### src/rtl/pidrg_pkg.sv
`timescale 1ns / 1ps
package pidrg_pkg;

    localparam int SAMPLE_W = 16;
    localparam int ACC_W    = 32;
    localparam int GAIN_W   = 16;

    localparam int ERR_W    = SAMPLE_W + 1;   // setpoint - measurement
    localparam int DIFF_W   = SAMPLE_W + 2;   // error - previous error
    localparam int ACCX_W   = ACC_W + 1;      // integrator sum before saturation
    localparam int MAG_W    = (ACC_W > DIFF_W) ? ACC_W : DIFF_W;
    localparam int PROD_W   = MAG_W + GAIN_W;
    localparam int SUM_W    = PROD_W + 3;     // three signed terms added
    localparam int CFG_W    = (SAMPLE_W > GAIN_W) ? SAMPLE_W : GAIN_W;

    // serial unit: one multiplier bit, then one quotient bit, per cycle
    localparam int TERM_STEPS = GAIN_W + PROD_W;
    localparam int STEP_W     = $clog2(TERM_STEPS);

    localparam logic signed [ACC_W-1:0] ACC_MAX = {1'b0, {(ACC_W-1){1'b1}}};
    localparam logic signed [ACC_W-1:0] ACC_MIN = {1'b1, {(ACC_W-1){1'b0}}};

    localparam int CFG_IDX_W = 3;
    typedef enum logic [CFG_IDX_W-1:0] {
        CFG_OUT_LOWER = 3'd0,
        CFG_OUT_UPPER = 3'd1,
        CFG_KP_NUM    = 3'd2,
        CFG_KP_DEN    = 3'd3,
        CFG_KI_NUM    = 3'd4,
        CFG_KI_DEN    = 3'd5,
        CFG_KD_NUM    = 3'd6,
        CFG_KD_DEN    = 3'd7
    } cfg_idx_t;

endpackage

### src/rtl/pidrg_term.sv
`timescale 1ns / 1ps
// Bit-serial |operand| * num / den: shift-add multiply, then restoring divide
// in the same shift register.
module pidrg_term import pidrg_pkg::*; (
    input  logic              aclk,
    input  logic              aresetn,
    input  logic              start,
    input  logic [MAG_W-1:0]  mag,
    input  logic [GAIN_W-1:0] num,
    input  logic [GAIN_W-1:0] den,
    output logic              done,
    output logic [PROD_W-1:0] quo
);

    logic              run_reg,  run_next;
    logic [STEP_W-1:0] cnt_reg,  cnt_next;
    logic [PROD_W-1:0] acc_reg,  acc_next;
    logic [GAIN_W-1:0] rem_reg,  rem_next;
    logic [MAG_W-1:0]  mag_reg;
    logic [GAIN_W-1:0] den_reg;

    logic              mul_phase;
    logic              last_step;
    logic [MAG_W:0]    part_sum;
    logic [GAIN_W:0]   trial;
    logic              fits;

    assign mul_phase = cnt_reg < STEP_W'(GAIN_W);
    assign last_step = cnt_reg == STEP_W'(TERM_STEPS - 1);
    assign done      = run_reg && last_step;
    assign quo       = acc_reg;

    always_comb begin
        part_sum = {1'b0, acc_reg[PROD_W-1:GAIN_W]}
                 + (acc_reg[0] ? {1'b0, mag_reg} : '0);
        trial    = {rem_reg, acc_reg[PROD_W-1]};
        fits     = trial >= {1'b0, den_reg};
        run_next = run_reg;
        cnt_next = cnt_reg;
        acc_next = acc_reg;
        rem_next = rem_reg;
        if (start) begin
            run_next = 1'b1;
            cnt_next = '0;
            acc_next = {{MAG_W{1'b0}}, num};
            rem_next = '0;
        end else if (run_reg) begin
            cnt_next = cnt_reg + 1'b1;
            if (last_step) begin
                run_next = 1'b0;
            end
            if (mul_phase) begin
                acc_next = {part_sum, acc_reg[GAIN_W-1:1]};
            end else begin
                acc_next = {acc_reg[PROD_W-2:0], fits};
                rem_next = fits ? GAIN_W'(trial - {1'b0, den_reg}) : trial[GAIN_W-1:0];
            end
        end
    end

    always_ff @(posedge aclk) begin
        if (!aresetn) begin
            run_reg <= 1'b0;
            cnt_reg <= '0;
        end else begin
            run_reg <= run_next;
            cnt_reg <= cnt_next;
        end
    end

    always_ff @(posedge aclk) begin
        acc_reg <= acc_next;
        rem_reg <= rem_next;
        if (start) begin
            mag_reg <= mag;
            den_reg <= (den == '0) ? GAIN_W'(1) : den;   // zero acts as one
        end
    end

endmodule

### src/rtl/pid_rational_gain_antiwindup.sv
`timescale 1ns / 1ps
// PID regulator with rational gains and conditional-integration anti-windup.
// An update item (s_tuser = 0) passes ST_PREP, forming the error, integrator
// candidate and error difference, ST_LOAD, loading the term units, ST_RUN, the
// three bit-serial term units side by side (16 multiplier bits then 48
// quotient bits, one per cycle), and ST_SIGN, ST_TOTAL and ST_FINISH to sign,
// add and clamp. A reset item (s_tuser = 1) skips to ST_FINISH. The result is
// held in an output register, so the next item is taken while the previous
// result still waits on m_tready. Configuration is written through cfg_wen /
// cfg_index / cfg_wdata while idle, a user rule, not enforced by the block. A
// zero denominator behaves as one; the integrator saturates at 32 bits.
module pid_rational_gain_antiwindup import pidrg_pkg::*; (
    input  logic                 aclk,
    input  logic                 aresetn,
    // configuration
    input  logic                 cfg_wen,
    input  logic [CFG_IDX_W-1:0] cfg_index,
    input  logic [CFG_W-1:0]     cfg_wdata,
    // input items
    input  logic                 s_tvalid,
    output logic                 s_tready,
    input  logic [31:0]          s_tdata,    // [15:0] measured, [31:16] target
    input  logic                 s_tuser,    // [0] req_type: 0 update, 1 reset
    // result items
    output logic                 m_tvalid,
    input  logic                 m_tready,
    output logic [23:0]          m_tdata     // [15:0] drive, [16] saturated,
                                             // [17] integrating, rest zero
);

    typedef enum logic [6:0] {
        ST_IDLE   = 7'b0000001,
        ST_PREP   = 7'b0000010,
        ST_LOAD   = 7'b0000100,
        ST_RUN    = 7'b0001000,
        ST_SIGN   = 7'b0010000,
        ST_TOTAL  = 7'b0100000,
        ST_FINISH = 7'b1000000
    } state_t;

    state_t state_reg, state_next;

    // configuration registers
    logic signed [SAMPLE_W-1:0] out_lower_reg, out_upper_reg;
    logic [GAIN_W-1:0] kp_num_reg, kp_den_reg, ki_num_reg, ki_den_reg;
    logic [GAIN_W-1:0] kd_num_reg, kd_den_reg;

    // regulator state
    logic signed [SAMPLE_W-1:0] setpoint_reg;
    logic signed [ACC_W-1:0]    error_sum_reg;
    logic signed [ERR_W-1:0]    last_error_reg;
    logic signed [SAMPLE_W-1:0] held_drive_reg;

    // item being worked on
    logic                       req_reg;
    logic signed [SAMPLE_W-1:0] meas_reg, target_reg;
    logic signed [ERR_W-1:0]    err_reg;
    logic signed [ACC_W-1:0]    cand_reg;
    logic signed [DIFF_W-1:0]   diff_reg;
    logic signed [SUM_W-1:0]    tp_reg, ti_reg, td_reg, total_reg;

    // output register
    logic                       m_tvalid_reg;
    logic [23:0]                m_tdata_reg;

    logic                       in_take, out_free;
    logic signed [ERR_W-1:0]    err_calc, new_last_error;
    logic signed [ACCX_W-1:0]   cand_wide;
    logic signed [ACC_W-1:0]    cand_calc;
    logic signed [DIFF_W-1:0]   diff_calc;
    logic [ERR_W-1:0]           err_mag;
    logic [ACC_W-1:0]           cand_mag;
    logic [DIFF_W-1:0]          diff_mag;
    logic                       term_start;
    logic                       p_done, i_done, d_done;
    logic [PROD_W-1:0]          p_quo, i_quo, d_quo;
    logic signed [SUM_W-1:0]    p_ext, i_ext, d_ext;
    logic signed [SUM_W-1:0]    lo_ext, hi_ext;
    logic                       above, below, sat, commit, err_pos, err_neg;
    logic signed [SAMPLE_W-1:0] drive_calc;

    assign s_tready = state_reg == ST_IDLE;
    assign in_take  = s_tvalid && s_tready;
    assign out_free = !m_tvalid_reg || m_tready;
    assign m_tvalid = m_tvalid_reg;
    assign m_tdata  = m_tdata_reg;

    // error, integrator candidate (saturating), error difference
    always_comb begin
        err_calc  = ERR_W'(setpoint_reg) - ERR_W'(meas_reg);
        cand_wide = ACCX_W'(error_sum_reg) + ACCX_W'(err_calc);
        if (cand_wide[ACCX_W-1] != cand_wide[ACCX_W-2]) begin
            cand_calc = cand_wide[ACCX_W-1] ? ACC_MIN : ACC_MAX;
        end else begin
            cand_calc = cand_wide[ACC_W-1:0];
        end
        diff_calc = DIFF_W'(err_calc) - DIFF_W'(last_error_reg);
    end

    // magnitudes into the serial units
    assign err_mag  = err_reg[ERR_W-1]   ? ERR_W'(-err_reg)   : ERR_W'(err_reg);
    assign cand_mag = cand_reg[ACC_W-1]  ? ACC_W'(-cand_reg)  : ACC_W'(cand_reg);
    assign diff_mag = diff_reg[DIFF_W-1] ? DIFF_W'(-diff_reg) : DIFF_W'(diff_reg);
    assign term_start = state_reg == ST_LOAD;

    pidrg_term u_term_p (
        .aclk    (aclk),
        .aresetn (aresetn),
        .start   (term_start),
        .mag     (MAG_W'(err_mag)),
        .num     (kp_num_reg),
        .den     (kp_den_reg),
        .done    (p_done),
        .quo     (p_quo)
    );

    pidrg_term u_term_i (
        .aclk    (aclk),
        .aresetn (aresetn),
        .start   (term_start),
        .mag     (MAG_W'(cand_mag)),
        .num     (ki_num_reg),
        .den     (ki_den_reg),
        .done    (i_done),
        .quo     (i_quo)
    );

    pidrg_term u_term_d (
        .aclk    (aclk),
        .aresetn (aresetn),
        .start   (term_start),
        .mag     (MAG_W'(diff_mag)),
        .num     (kd_num_reg),
        .den     (kd_den_reg),
        .done    (d_done),
        .quo     (d_quo)
    );

    assign p_ext = SUM_W'(p_quo);
    assign i_ext = SUM_W'(i_quo);
    assign d_ext = SUM_W'(d_quo);

    // clamp and anti-windup decision
    always_comb begin
        lo_ext  = SUM_W'(out_lower_reg);
        hi_ext  = SUM_W'(out_upper_reg);
        above   = total_reg > hi_ext;
        below   = total_reg < lo_ext;
        sat     = above || below;
        err_neg = err_reg[ERR_W-1];
        err_pos = !err_reg[ERR_W-1] && (err_reg != '0);
        if (above) begin
            drive_calc = out_upper_reg;
        end else if (below) begin
            drive_calc = out_lower_reg;
        end else begin
            drive_calc = total_reg[SAMPLE_W-1:0];
        end
        // integrate when free, or when the error drives back off the limit
        commit = !sat || ((total_reg >= hi_ext) && err_neg)
                      || ((total_reg <= lo_ext) && err_pos);
        new_last_error = ERR_W'(target_reg) - ERR_W'(meas_reg);
    end

    always_comb begin
        state_next = state_reg;
        unique case (state_reg)
            ST_IDLE: begin
                if (in_take) begin
                    state_next = s_tuser ? ST_FINISH : ST_PREP;
                end
            end
            ST_PREP:  state_next = ST_LOAD;
            ST_LOAD:  state_next = ST_RUN;
            ST_RUN: begin
                if (p_done) begin
                    state_next = ST_SIGN;
                end
            end
            ST_SIGN:  state_next = ST_TOTAL;
            ST_TOTAL: state_next = ST_FINISH;
            ST_FINISH: begin
                if (out_free) begin
                    state_next = ST_IDLE;
                end
            end
            default:  state_next = ST_IDLE;
        endcase
    end

    // control, configuration and regulator state
    always_ff @(posedge aclk) begin
        if (!aresetn) begin
            state_reg      <= ST_IDLE;
            m_tvalid_reg   <= 1'b0;
            out_lower_reg  <= {1'b1, {(SAMPLE_W-1){1'b0}}};
            out_upper_reg  <= {1'b0, {(SAMPLE_W-1){1'b1}}};
            kp_num_reg     <= GAIN_W'(1);
            kp_den_reg     <= GAIN_W'(1);
            ki_num_reg     <= '0;
            ki_den_reg     <= GAIN_W'(1);
            kd_num_reg     <= '0;
            kd_den_reg     <= GAIN_W'(1);
            setpoint_reg   <= '0;
            error_sum_reg  <= '0;
            last_error_reg <= '0;
            held_drive_reg <= '0;
        end else begin
            state_reg <= state_next;
            if (cfg_wen) begin
                unique case (cfg_idx_t'(cfg_index))
                    CFG_OUT_LOWER: out_lower_reg <= cfg_wdata[SAMPLE_W-1:0];
                    CFG_OUT_UPPER: out_upper_reg <= cfg_wdata[SAMPLE_W-1:0];
                    CFG_KP_NUM:    kp_num_reg    <= cfg_wdata[GAIN_W-1:0];
                    CFG_KP_DEN:    kp_den_reg    <= cfg_wdata[GAIN_W-1:0];
                    CFG_KI_NUM:    ki_num_reg    <= cfg_wdata[GAIN_W-1:0];
                    CFG_KI_DEN:    ki_den_reg    <= cfg_wdata[GAIN_W-1:0];
                    CFG_KD_NUM:    kd_num_reg    <= cfg_wdata[GAIN_W-1:0];
                    CFG_KD_DEN:    kd_den_reg    <= cfg_wdata[GAIN_W-1:0];
                    default: ;
                endcase
            end
            if (state_reg == ST_FINISH && out_free) begin
                m_tvalid_reg <= 1'b1;
                if (req_reg) begin
                    setpoint_reg   <= target_reg;
                    error_sum_reg  <= '0;
                    last_error_reg <= new_last_error;
                end else begin
                    if (commit) begin
                        error_sum_reg <= cand_reg;
                    end
                    last_error_reg <= err_reg;
                    held_drive_reg <= drive_calc;
                end
            end else if (m_tvalid_reg && m_tready) begin
                m_tvalid_reg <= 1'b0;
            end
        end
    end

    // item payload
    always_ff @(posedge aclk) begin
        if (in_take) begin
            req_reg    <= s_tuser;
            meas_reg   <= s_tdata[SAMPLE_W-1:0];
            target_reg <= s_tdata[2*SAMPLE_W-1:SAMPLE_W];
        end
        if (state_reg == ST_PREP) begin
            err_reg  <= err_calc;
            cand_reg <= cand_calc;
            diff_reg <= diff_calc;
        end
        if (state_reg == ST_SIGN) begin
            tp_reg <= err_reg[ERR_W-1]   ? -p_ext : p_ext;
            ti_reg <= cand_reg[ACC_W-1]  ? -i_ext : i_ext;
            td_reg <= diff_reg[DIFF_W-1] ? -d_ext : d_ext;
        end
        if (state_reg == ST_TOTAL) begin
            total_reg <= tp_reg + ti_reg + td_reg;
        end
        if (state_reg == ST_FINISH && out_free) begin
            if (req_reg) begin
                m_tdata_reg <= {6'd0, 1'b0, 1'b0, held_drive_reg};
            end else begin
                m_tdata_reg <= {6'd0, commit, sat, drive_calc};
            end
        end
    end

`ifndef SYNTHESIS
    a_terms_in_step: assert property (@(posedge aclk) disable iff (!aresetn)
        (p_done == i_done) && (i_done == d_done))
        else $error("term units out of step");

    a_done_in_run: assert property (@(posedge aclk) disable iff (!aresetn)
        p_done |-> state_reg == ST_RUN)
        else $error("term unit finished outside run state");

    a_clamp_or_integrate: assert property (@(posedge aclk) disable iff (!aresetn)
        (state_reg == ST_FINISH && out_free && !req_reg)
            |=> m_tvalid_reg && (m_tdata_reg[16] || m_tdata_reg[17]))
        else $error("unsaturated update item did not integrate");
`endif

endmodule

### config.mk
export PLATFORM = sky130hd
export DESIGN_NAME = pid_rational_gain_antiwindup
export DESIGN_NICKNAME = d
export VERILOG_FILES = /design/src/rtl/pidrg_pkg.sv /design/src/rtl/pidrg_term.sv /design/src/rtl/pid_rational_gain_antiwindup.sv
export SDC_FILE = /design/constraint.sdc
export NUM_CORES = 2
export LEC_CHECK = 0
export BUFFER_PORTS_ARGS = -buffer_cell sky130_fd_sc_hd__clkbuf_2
export CAP_MARGIN = 20
export CORE_MARGIN = 3
export CORE_UTILIZATION = 45
export DETAILED_ROUTE_END_ITERATION = 6
export GPL_TIMING_DRIVEN = 1
export HOLD_SLACK_MARGIN = 0.1
export PLACE_DENSITY = 0.62
export SKIP_LAST_GASP = 1
export SLEW_MARGIN = 20
export SYNTH_ARGS = -nofsm -noshare
export SYNTH_HDL_FRONTEND = slang
export SYNTH_SLANG_ARGS = --single-unit
### constraint.sdc
create_clock -name aclk -period 8.34 [get_ports aclk]
set_input_delay 0.834 -clock aclk [delete_from_list [all_inputs] [get_ports aclk]]
set_output_delay 0.834 -clock aclk [all_outputs]
set_load 0.05 [all_outputs]
== Word level (Yosys, flattened, before mapping) ==
Cells that the tools add are included.
Storage, ports and cells
  flip-flop bits (word level): 873
  latch bits: 0
  memory bits (writable): 0
  memory bits (read-only): 0
  bits of input ports: 57
  output and inout bits: 26
  word-level logic and storage cells: 195
  memories kept: 0
Cells by class
  add/subtract/negate cells: 21
  multiply operators: 0
  div/mod/pow operators: 0
  $lt $le $gt $ge: 10
  eq/ne operators: 21
  shifts and indexed selects: 0
  muxes and demuxes: 45
  bitwise operators: 5
  reduce and logical (&&, ||, !) cells: 40
Operator list (number)
  $mux 48: 6
  $mux 16: 13
  $mux 32: 5
  $neg 48->51: 3
  $add 51x51->51: 2
  $add 32x17->33: 2
  $ge 17x16->1: 3
  $ge 51x16->1: 1
  $gt 51x16->1: 1
  $le 51x16->1: 1
  $lt 51x16->1: 1
  $mux 17: 3
  $pmux 7 s7: 1
  $logic_not 16->1: 3
  $sub 16x16->16: 3
  $sub 16x16->17: 2
  $add 32x18->33: 1
  $add 32x32->33: 1
  $neg 32->32: 1
  $mux 31: 1
  $mux 7: 4
  $reduce_and 2->1: 14
  $add 6x1->6 const B: 3
  $eq 6x6->1 const B: 3
  28 further kinds: 64

== Depth between registers and ports, before layout ==
  word-level depth: 7
  gate-level depth with buffers: 26

== Modules after synthesis ==
From an unflattened synthesis, not the netlist that was laid out.
Second synthesis, totals
  cells, all modules: 5623
  area, all modules: 53685.2 um^2
Modules (own cells, without submodules)
  pid_rational_gain_antiwindup: instances 1, cells each 3236, area each 31873.1 um^2, sequential area each 14013.4 um^2
  pidrg_term at u_term_i ...: instances 2, cells each 799, area each 7249.5 um^2, sequential area each 3022.9 um^2
  pidrg_term at u_term_d: instances 1, cells each 789, area each 7313.3 um^2, sequential area each 3022.9 um^2

== Worst setup path before layout ==
OpenSTA, ideal clock, no wires.
  path kind: reg-to-reg
  start point: register meas_reg[2]
  end point: register cand_reg[10] (data pin)
  data arrival time: 5466 ps
  required time: 8075 ps
  path slack: 2609 ps
  cell stages (with the launch flop): 25
  buffers on the path: 2
  clock period less this slack: 5731 ps
  cells stage by stage: edfxtp_1 -> inv_1 -> ha_1 -> nor2b_1 -> o21ai_0 -> a21boi_0 -> o21ai_0 -> nand2b_1 -> a21o_1 -> a41o_1 -> o41ai_1 -> o21ai_0 -> o22ai_1 -> ha_1 -> clkbuf_1 -> a21oi_1 -> o21ai_0 -> a2111oi_0 -> o21ai_0 -> o211ai_1 -> o211ai_1 -> a31oi_1 -> xnor2_1 -> clkbuf_1 -> maj3_1
Between the ends
  cells in the longest elaborated chain, start to end: 4
RTL lines
  from (decl): RTL line pid_rational_gain_antiwindup.sv:56  | logic signed [SAMPLE_W-1:0] meas_reg, target_reg;
  from (signal assigned): RTL line pid_rational_gain_antiwindup.sv:246  | meas_reg <= s_tdata[SAMPLE_W-1:0];
  $sub 16x16->17 *: RTL line pid_rational_gain_antiwindup.sv:90  | err_calc = ERR_W'(setpoint_reg) - ERR_W'(meas_reg);
  named net err_calc[16]: RTL line pid_rational_gain_antiwindup.sv:67  | logic signed [ERR_W-1:0] err_calc, new_last_error;
  $add 32x17->33 *: RTL line pid_rational_gain_antiwindup.sv:91  | cand_wide = ACCX_W'(error_sum_reg) + ACCX_W'(err_calc);
  $mux 32 or $ne 1x1->1 (tied branches): RTL line pid_rational_gain_antiwindup.sv:93, pid_rational_gain_antiwindup.sv:92
  $mux 32 *: RTL line pid_rational_gain_antiwindup.sv:92  | if (cand_wide[ACCX_W-1] != cand_wide[ACCX_W-2]) begin
  named net cand_calc[10]: RTL line pid_rational_gain_antiwindup.sv:69  | logic signed [ACC_W-1:0] cand_calc;
  to (signal assigned): RTL line pid_rational_gain_antiwindup.sv:251  | cand_reg <= cand_calc;
  to (decl): RTL line pid_rational_gain_antiwindup.sv:58  | logic signed [ACC_W-1:0] cand_reg;
The timed path passes the listed nets; every way through them passes the cells marked *.
A chain may end at the register's enable or synchronous reset.

== Worst setup path in the final report ==
  start point: register setpoint_reg[0]
  end point: register cand_reg[6] (data pin)
Between the ends
  cells in the longest elaborated chain, start to end: 4
RTL lines
  from (decl): RTL line pid_rational_gain_antiwindup.sv:49  | logic signed [SAMPLE_W-1:0] setpoint_reg;
  from (signal assigned): RTL line pid_rational_gain_antiwindup.sv:226  | setpoint_reg <= target_reg;
  $sub 16x16->17 *: RTL line pid_rational_gain_antiwindup.sv:90
  named net err_calc[16]: RTL line pid_rational_gain_antiwindup.sv:67
  $add 32x17->33 *: RTL line pid_rational_gain_antiwindup.sv:91
  $mux 32 or $ne 1x1->1 (tied branches): RTL line pid_rational_gain_antiwindup.sv:93, pid_rational_gain_antiwindup.sv:92
  $mux 32 *: RTL line pid_rational_gain_antiwindup.sv:92
  named net cand_calc[6]: RTL line pid_rational_gain_antiwindup.sv:69
Marked as above.

==> metrics <==
max-cap violation count=0; Top cell by count, worst path=o21ai_0; cells on worst reg2reg path=26; Die ar.=0.119 mm²; clk_skew=0.0389 ns; Post-Synthesis Cells=5,445; TritonCTS clock tree=built; M3 GR Usage=2.73%; GRT Max-Usage Layer=met2; Placed Area=0.0534 mm²; RR Startpoint=setpoint_reg[0]; global route total overflow=0; worst hold path class=input port to register; final net count=5,838; number of global-route vias before repair=38.0k; total power draw=11.0 mW; sequential share of power=46.0%; Ys Warns=0; cell area after synthesis=0.0518 mm²; First-pass DRT Iterations=5; Critical Path Source Type=register; Routed wire per std cell=19.7 µm; Initial Util=45.7%; P_int=7.91 mW; Clock Latency Late Sink=0.69 ns; Synth area leaders=edfxtp_1 28%, dfxtp_1 15%, ha_1 8.6%; EDFF count, synth=485; Period minus WS final=6.46 ns; largest net degree at the start of global routing=107; Slew @ Worst Pin=1.10 ns; DRT iter0 DRCs=2,898; unrepaired setup endpoints after global routing=false; FFs w/ async S/R, synth=0%; Final ANT Viol Nets=0; Netlist cell types=89; crit path kind=register to register; Post-Route Setup TNS=0 ns; first-pass GRT wire length=216,000 µm; max incr delay on CP=0.54 ns; Hold Path Sink=target_reg[13]; fin area=0.0566 mm²; Area Overhead vs Synth=9.24%; sequential share of the synthesized area=42.9%; Tcrit/Tclk final=77.4%; leading area contributor after synthesis=edfxtp_1; drt drc=0; total track usage=22.4%; routed wire length=137,000 µm; Avg Cell Area, Syn=9.52 µm²; most frequent cell after synthesis=nand2_1; Final Max Slew Viols=0; top cells by count, synth=691 x nand2_1, 485 x edfxtp_1, 382 x dfxtp_1; hold depth=1; CP required=8.72 ns; Die W=345 µm; setup violators final=0; Max transition margin=26.2%; row cnt=123; Net Switching=3.09 mW; final hold vios=0; # Post-CTS Setup Buffers=0; H-Tree Depth=3; CTS root buf=clkbuf_16; switching part of the total=28.1%; core box area=0.113 mm²; PostCTS Resize Cnt=0; gpl congestion=0.899; Clock transition at path regs=0.06 ns; vias per inst=5.70; # hold bufs at CTS=0; proportion of layout cells with a drive suffix above 1=6.85%; reg2reg end=cand_reg[6]; Clock power frac=39.3%; clock tree buffer depth=3; Critical Path End Type=register; initial antenna violation count=3; # port buffers=76; crit path DAT=6.84 ns; vias=39.6k; Antenna Cells=0; clock sinks=867; Die H=345 µm; Leak Pwr=22.0 nW; Critical Path Slowest Stage Cell=o41ai_1; maximum VDD drop=157 µV; FMAX=155 MHz; status=complete, no violations; flops & latches, synth=867; CP Max Fanout=18; FF-to-FF setup slack=1.88 ns; Final HPWL DP=99,900 µm; GR Layer Usage met1=30.8%; worst hold start=s_tdata[29]; Pwr Density=194 mW/mm²; top_reg_cell synth=edfxtp_1; CTS buffer count=96; io pins=83; Comb pwr share=14.7%; met2 Track Usage GR=37.3%; area share of the largest cell type after synthesis=28.1%
==> critical path: cells and delay by family, from the launching register on <==
kind / cells / cell delay, ns
fa+ha+maj: 3 / 0.79
compound gates: 16 / 3.61
simple gates: 3 / 0.52
buf+inv: 3 / 0.63
flops: 1 / 0.31
xor+xnor: 1 / 0.25
==> power by group through the flow <==
stage / Sequential (mW) / Combinational (mW) / Clock, mW
6_report: 5.07 / 1.62 / 4.32
5_1_grt: 5.09 / 1.82 / 4.58
4_1_cts: 5.05 / 1.61 / 4.41
3_5_place_dp: 5.15 / 1.61 / 0
3_3_place_gp: 5.14 / 1.58 / 0
2_1_floorplan: 4.99 / 1.28 / 0
==> per-stage QoR <==
stage               std cells  hold slack, ns  util [%]  setup slack, ns
finish                   6946           0.321      49.9             1.88
global route             6946           0.289      49.9             1.19
CTS                      6946           0.273      49.9             1.54
detailed placement       6765           0.438      47.1             1.61
global placement         6765           0.439      47.1             1.75
floorplan                5450           0.441         -             2.61
==> per-layer routing <==
layer / vias up / share of wire (%) / routed length (µm)
met5: - / 0 / 0
met4: 0 / 2.9 / 3940
met3: 217 / 4.7 / 6390
met2: 928 / 46 / 63200
met1: 18900 / 46 / 63000
li1: 19500 / - / -
==> how the worst max path moves through the flow <==
stage	depth (start not counted)	from	slack, ns	endpoint
2_1_floorplan	24	meas_reg[2]	2.61	cand_reg[10]
4_1_cts	25	setpoint_reg[0]	1.54	cand_reg[18]
3_5_place_dp	25	setpoint_reg[0]	1.61	cand_reg[27]
3_3_place_gp	24	meas_reg[2]	1.75	cand_reg[27]
6_report	26	setpoint_reg[0]	1.88	cand_reg[6]
5_1_grt	26	setpoint_reg[0]	1.19	cand_reg[4]
==> logic make-up after synthesis <==
kind of cell	after synthesis	share of synthesized area, %
buffers and inverters	547	4.06
adder cells (fa/ha/maj)	427	11.2
AO/OA/AOI/OAI	1517	18.9
XOR/XNOR	409	6.91
multiplexers	83	1.65
flip-flops	867	42.9
other	1	0.00724
AND/OR/NAND/NOR	1594	14.5
==> cell type report <==
class | instances | area [µm²]
inverter | 231 | 872
tap | 1500 | 1880
sequential | 867 | 22200
multi-input combinational | 4036 | 27600
fill | 10400 | 56800
clock buffer | 125 | 2580
clock inverter | 56 | 632
timing repair buffer | 131 | 800
==> layout by cell type, fill, tap and decap left out, types with 31 or more instances in the layout <==
| master | count |
|---|---|
| ha_1 | 357 |
| inv_1 | 225 |
| a211oi_1 | 48 |
| or3_1 | 47 |
| clkbuf_16 | 97 |
| o21a_1 | 32 |
| xnor2_1 | 321 |
| nor2_1 | 271 |
| clkbuf_2 | 75 |
| and2_1 | 77 |
| nand2b_1 | 54 |
| o21bai_1 | 34 |
| nor3_1 | 83 |
| o31ai_1 | 71 |
| nand3_1 | 81 |
| o21ai_0 | 359 |
| a21boi_0 | 142 |
| nor2b_1 | 51 |
| a21o_1 | 113 |
| fa_1 | 61 |
| a31oi_1 | 76 |
| a21oi_1 | 375 |
| or4_1 | 31 |
| nand4_1 | 59 |
| xor2_1 | 87 |
| nor4_1 | 36 |
| a32o_1 | 32 |
| and3_1 | 32 |
| nand2_1 | 691 |
| mux2i_1 | 65 |
| buf_4 | 55 |
| o211ai_1 | 54 |
| edfxtp_1 | 485 |
| dfxtp_1 | 380 |
Power figures use the tool's default switching activity.
